[src/ocean_spectrum_time_evolution_assert.svh]
// ============================================================================
// ocean_spectrum_time_evolution_assert.svh
// Assertion macros shared by the ocean spectrum block
// ============================================================================
`ifndef OCEAN_SPECTRUM_TIME_EVOLUTION_ASSERT_SVH
`define OCEAN_SPECTRUM_TIME_EVOLUTION_ASSERT_SVH

// same-cycle implication, disabled during reset
`define OST_ASSERT_NOW(lbl, ante, cons, msg) \
	lbl: assert property (@(posedge clk) disable iff (!arst_n) (ante) |-> (cons)) \
		else $error(msg);

// next-cycle implication, disabled during reset
`define OST_ASSERT_NEXT(lbl, ante, cons, msg) \
	lbl: assert property (@(posedge clk) disable iff (!arst_n) (ante) |=> (cons)) \
		else $error(msg);

`endif

[src/ost_isqrt.sv]
// ============================================================================
// ost_isqrt
// Pipelined integer square root, one result bit per stage
// ============================================================================
module ost_isqrt #(
	parameter int IW = 64
) (
	input  logic            clk,
	input  logic            en,
	input  logic [IW-1:0]   din,
	output logic [IW/2-1:0] dout
);

	localparam int H = IW / 2;

	logic [IW-1:0] rem_s [H];
	logic [IW-1:0] res_s [H];

	for (genvar gi = 0; gi < H; gi++) begin : g_stage
		localparam logic [IW-1:0] BIT = IW'(1) << (IW - 2 - 2 * gi);
		logic [IW-1:0] rem_in;
		logic [IW-1:0] res_in;
		logic [IW-1:0] trial;

		if (gi == 0) begin : g_first
			assign rem_in = din;
			assign res_in = '0;
		end else begin : g_next
			assign rem_in = rem_s[gi-1];
			assign res_in = res_s[gi-1];
		end

		assign trial = res_in + BIT;

		// one trial subtract per stage
		always_ff @(posedge clk) begin
			if (en) begin
				if (rem_in >= trial) begin
					rem_s[gi] <= rem_in - trial;
					res_s[gi] <= (res_in >> 1) + BIT;
				end else begin
					rem_s[gi] <= rem_in;
					res_s[gi] <= res_in >> 1;
				end
			end
		end
	end

	assign dout = res_s[H-1][H-1:0];

endmodule

[config.mk]
export PLATFORM = sky130hd
export DESIGN_NAME = ost_isqrt
export DESIGN_NICKNAME = d
export VERILOG_FILES = /design/src/ocean_spectrum_time_evolution_assert.svh /design/src/ost_isqrt.sv
export SDC_FILE = /design/constraint.sdc
export NUM_CORES = 2
export LEC_CHECK = 0
export BUFFER_PORTS_ARGS = -buffer_cell sky130_fd_sc_hd__buf_2
export CAP_MARGIN = 25
export CORE_UTILIZATION = 55
export CTS_CLUSTER_SIZE = 16
export DETAILED_ROUTE_END_ITERATION = 7
export HOLD_SLACK_MARGIN = 0.15
export MAX_ROUTING_LAYER = met4
export PLACE_DENSITY = 0.71
export SLEW_MARGIN = 30
export SYNTH_ARGS = -nofsm -noshare
export SYNTH_HDL_FRONTEND = slang
export SYNTH_SLANG_ARGS = --single-unit
[constraint.sdc]
create_clock -name clk -period 5.8 [get_ports clk]
set_input_delay 1.16 -clock clk [delete_from_list [all_inputs] [get_ports clk]]
set_output_delay 1.16 -clock clk [all_outputs]
set_load 0.02 [all_outputs]
==> After elaboration in Yosys (flattened, before gate mapping) <==
Memory sizes are Yosys's and may differ from the RTL's.
Index checks and enable logic that the tools add are counted.
{ "word_totals": {"ram_bits": 4096, "elab_cells": 448, "mem_count": 2, "out_inout_bits": 32, "reg_bits": 0} }
{ "classes": {"magnitude_cmp": 32, "addsub": 94, "n_mux": 256, "bitwise_logic": 64} }
{ "memory_table": {"columns": ["name", "words", "word_bits", "rd", "rd_ports_with_merged_regs", "wr", "line_no", "rtl"], "rows": [
  ["rem_s", 32, 64, 31, 0, 32, "ost_isqrt.sv:16", "logic [IW-1:0] rem_s [H];"],
  ["res_s", 32, 64, 32, 0, 32, "ost_isqrt.sv:17", "logic [IW-1:0] res_s [H];"]
]} }
{ "ops": {"columns": ["op", "n"], "rows": [
  ["two-way mux 64 bit", 64],
  ["greater-or-equal comparator 64 bit", 31],
  ["subtractor 64 bit", 31],
  ["two-way mux 1 bit", 192],
  ["adder 63 x 1 -> 64 bit (second input constant)", 1],
  ["adder 63 x 11 -> 64 bit (second input constant)", 1],
  ["adder 63 x 13 -> 64 bit (second input constant)", 1],
  ["adder 63 x 15 -> 64 bit (second input constant)", 1],
  ["adder 63 x 17 -> 64 bit (second input constant)", 1],
  ["adder 63 x 19 -> 64 bit (second input constant)", 1],
  ["adder 63 x 21 -> 64 bit (second input constant)", 1],
  ["adder 63 x 23 -> 64 bit (second input constant)", 1],
  ["adder 63 x 25 -> 64 bit (second input constant)", 1],
  ["adder 63 x 27 -> 64 bit (second input constant)", 1],
  ["adder 63 x 29 -> 64 bit (second input constant)", 1],
  ["adder 63 x 3 -> 64 bit (second input constant)", 1],
  ["adder 63 x 31 -> 64 bit (second input constant)", 1],
  ["adder 63 x 33 -> 64 bit (second input constant)", 1],
  ["adder 63 x 35 -> 64 bit (second input constant)", 1],
  ["adder 63 x 37 -> 64 bit (second input constant)", 1],
  ["adder 63 x 39 -> 64 bit (second input constant)", 1],
  ["adder 63 x 41 -> 64 bit (second input constant)", 1],
  ["adder 63 x 43 -> 64 bit (second input constant)", 1],
  ["adder 63 x 45 -> 64 bit (second input constant)", 1],
  ["45 further kinds", 108]
]} }

==> Logic depth before layout (Yosys ltp) <==
An unclocked memory read counts as a cell.
{ "depth": {"word_depth": 7, "mapped_depth": 14, "depth_no_buf": 13} }

==> Least setup slack after synthesis <==
No wires, ideal clock.
{ "synth_path": {"path_kind": "input-to-reg", "from": "input port en", "to": "memory rem_s[26][0], in the netlist rem_s[1][640] (enable)", "arrival_ns": 4.471, "setup_time_ns": 0.482, "n_path_buf": 4, "path_slack_ns": 0.847, "path_stages": 4, "path_cell_list": "clkbuf_1 > clkbuf_1 > clkbuf_1 > clkbuf_1"} }
{ "synth_lines": {"columns": ["element", "line_no", "rtl"], "rows": [
  ["from (decl)", "ost_isqrt.sv:9", "input logic en,"],
  ["to (decl)", "ost_isqrt.sv:16", null]
]} }

==> summary.txt <==
Post-Route WL: 316,000 um
Final Cell Area: 135,000 um2
clk_skew: 0.0839 ns
outcome: finished clean
HPWL after DPL: 239,000 um
drt drc: 0
top cell type by total area after synthesis: edfxtp_1
cts repair resizes: 0
worst reg-to-reg setup slack: 1.34 ns
vias per cell: 6.10
Final setup viols: 0
Final Hold Fails: 0
WS Path Type: flip-flop to flip-flop
hold_sp: din[26]
Data arrival, critical path: 5.09 ns
clock-pin slew on the worst setup and hold paths: 0.06 ns
area growth from synthesis to layout: 10.9%
DR WL/cell: 23.7 um
drt first-iter violations: 8,373
CTS buffer count: 281
cts hold-fix bufs: 0
GRT overflow: 0
ys async rst share: 0%
FP Rows: 172
Max Cap Viol: 0
Max-slew headroom: 26.0%
ANT nets after route: 0
TritonRoute pass-1 iters: 5
Initial Utilization: 55.5%
worst path required time: 6.43 ns
Post-Synthesis Cells: 9,960
f_max: 0.224 GHz
Fillers: 16,900
Hold Path Cell Cnt: 1
fin nets: 10,800
CTS root buf: clkbuf_16
vias: 81,500
dpl cell area: 126,000 um2
Avg Inst Size Synth: 12.3 um2
worst slew pin tran: 1.10 ns
Clock Tree Buf Depth: 4
CTS tree: built
Netlist Area Pre-Place: 122,000 um2
sequential cell area fraction in the yosys report: 61.8%
worst hold path type: primary input to flip-flop
synth warn: 0
r2r startpoint: rem_s[1][31]
die span in y: 473 um
setup TNS: 0 ns
Post-CTS Setup Repair Bufs: 0
Synth cell types: 86
Worst Reg-to-Reg Cells: 10
reg2reg end: rem_s[1][122]
max-slew violation count: 0
first-pass GRT wire length: 473,000 um
share of layout cells above drive strength 1: 6.94%
DIE AREA: 224,000 um2
IO Pins: 98
Critical Path Start Type: flip-flop
pin count of the biggest net entering global routing: 178
port bufs: 97
Core Region: 220,000 um2
die width: 473 um
synth top area cells: edfxtp_1, ha_1, xor2_1, xnor2_1, nand2_1
number of global-route vias before repair: 77,600
Pleak: 50.1 nW
maximum VDD drop: 0.385 mV
ys flop type: edfxtp_1
initial antenna violation count: 9
Post-synth EDFFs: 2,512
Skew-Pair Late Insertion Delay: 0.96 ns
H-Tree Level Count: 5
RSZ-0062 raised after global routing: false
PwrDens: 401 nW/um2
RePlAce Congestion: 0.975
final period utilization: 76.9%
Crit. End Element: flip-flop
Final min period: 4.46 ns
register bit total from synthesis: 2,512
CP max FO: 7
Syn Nets: 10,600
WHS Endpoint: rem_s[0][26]
Synth top area share: 61.8%
gr usage total: 28.8%
CTS Sinks: 2,512
metrics by stage:
step           hold WS, ns  setup WS [ns]  std cells  total power, W  utilization [%]
6_report             0.373           1.34      13400          0.0543             61.5
3_5_place_dp         0.432           1.38      12900          0.0367             57.4
3_3_place_gp         0.426           1.38      12900          0.0366             57.3
2_1_floorplan        0.417          0.847       9960          0.0327                -
4_1_cts              0.299           1.39      13300          0.0543             61.5
5_1_grt              0.320           1.08      13300          0.0565             61.5
cells in the final DEF (no fill, tap or decap), drive strengths merged, types with 101 or more instances in the layout:
cell type	netlist	final
a21oi	509	509
xor2	457	457
inv	679	691
a21o	212	212
ha	558	558
o21ai	605	605
or4	101	101
nand3	180	180
nor3	293	293
clkbuf	198	344
buf	37	178
nand2	809	809
nor4	389	389
nand4	195	195
nand2b	117	117
nor2	553	553
xnor2	436	436
or3	103	103
edfxtp	2512	2512
power breakdown:
group	total (W)	switching (W)	leakage (nW)	internal, W
Clock	0.0176	0.00700	4.38	0.0106
Sequential	0.0253	0.00229	24.2	0.0230
Combinational	0.0114	0.00703	21.6	0.00438
flip-flops by register name, indices dropped and copies added (netlist names):
| name | flops |
|---|---|
| res_s | 528 |
| rem_s | 1984 |
area by class of cell:
class | instances | area, um2 | share of cell area (%)
Sequential cell | 2512 | 75400 | 55.7
Multi-Input combinational cell | 6534 | 43400 | 32.0
Clock buffer | 343 | 7430 | 5.49
Tap cell | 2958 | 3700 | 2.73
Inverter | 679 | 2550 | 1.88
Clock inverter | 140 | 1600 | 1.18
Timing Repair Buffer | 179 | 1280 | 0.949
Antenna cell | 8 | 20.0 | 0.0148
critical path, cell delays in order, from the launching register on:
cell      delay, ns
edfxtp_1       0.41
ha_1           0.39
or4b_2         0.61
nor4_1         0.48
nand3_1        0.37
nor4_1         0.55
nor3_1         0.17
a31oi_1        0.47
nand3_1        0.31
nor4_1         0.32
xor2_1         0.10
cells in the mapped netlist, types with 52 or more instances:
library cell and number:
clkbuf_1 198, nor4b_1 52, o21ai_0 601, a31oi_1 56, a211oi_1 54, nand3_1 180, xor2_1 457, nor2b_1 70
nor2_1 553, nand2b_1 117, or2_2 53, nor4_1 388, o21a_1 90, a21o_1 212, or4_1 99, inv_1 679
edfxtp_1 2512, nand2_1 809, nor3_1 293, xnor2_1 436, ha_1 558, nand4_1 195, a21oi_1 509, or3_1 102
cells by family after synthesis:
| group | after synthesis | synth area share (%) |
|---|---|---|
| compound gates | 1867 | 9.37 |
| xor+xnor | 893 | 6.40 |
| fa+ha+maj | 558 | 5.72 |
| buf+inv | 914 | 2.84 |
| flops | 2512 | 61.8 |
| mux | 53 | 0.478 |
| simple gates | 3163 | 13.4 |
routing by layer:
metal | vias up | global-route usage [%] | part of all wire, %
li1 | 37800 | - | -
met3 | 545 | 4.74 | 8.1
met4 | 0 | 8.15 | 2.9
met2 | 3298 | 43.1 | 45
met1 | 39800 | 40.6 | 44
met5 | - | - | 0
how the worst max path moves through the flow:
stage	start	end	slack (ns)	depth (start not counted)
after global placement	en	rem_s[1][826]	1.38	11
after floorplan	en	rem_s[1][640]	0.85	4
after detailed placement	en	rem_s[0][871]	1.38	7
after CTS	rem_s[1][31]	rem_s[1][122]	1.39	10
final	rem_s[1][31]	rem_s[1][122]	1.34	10
after global routing	rem_s[1][31]	rem_s[1][122]	1.08	10
Power figures use the tool's default switching activity.
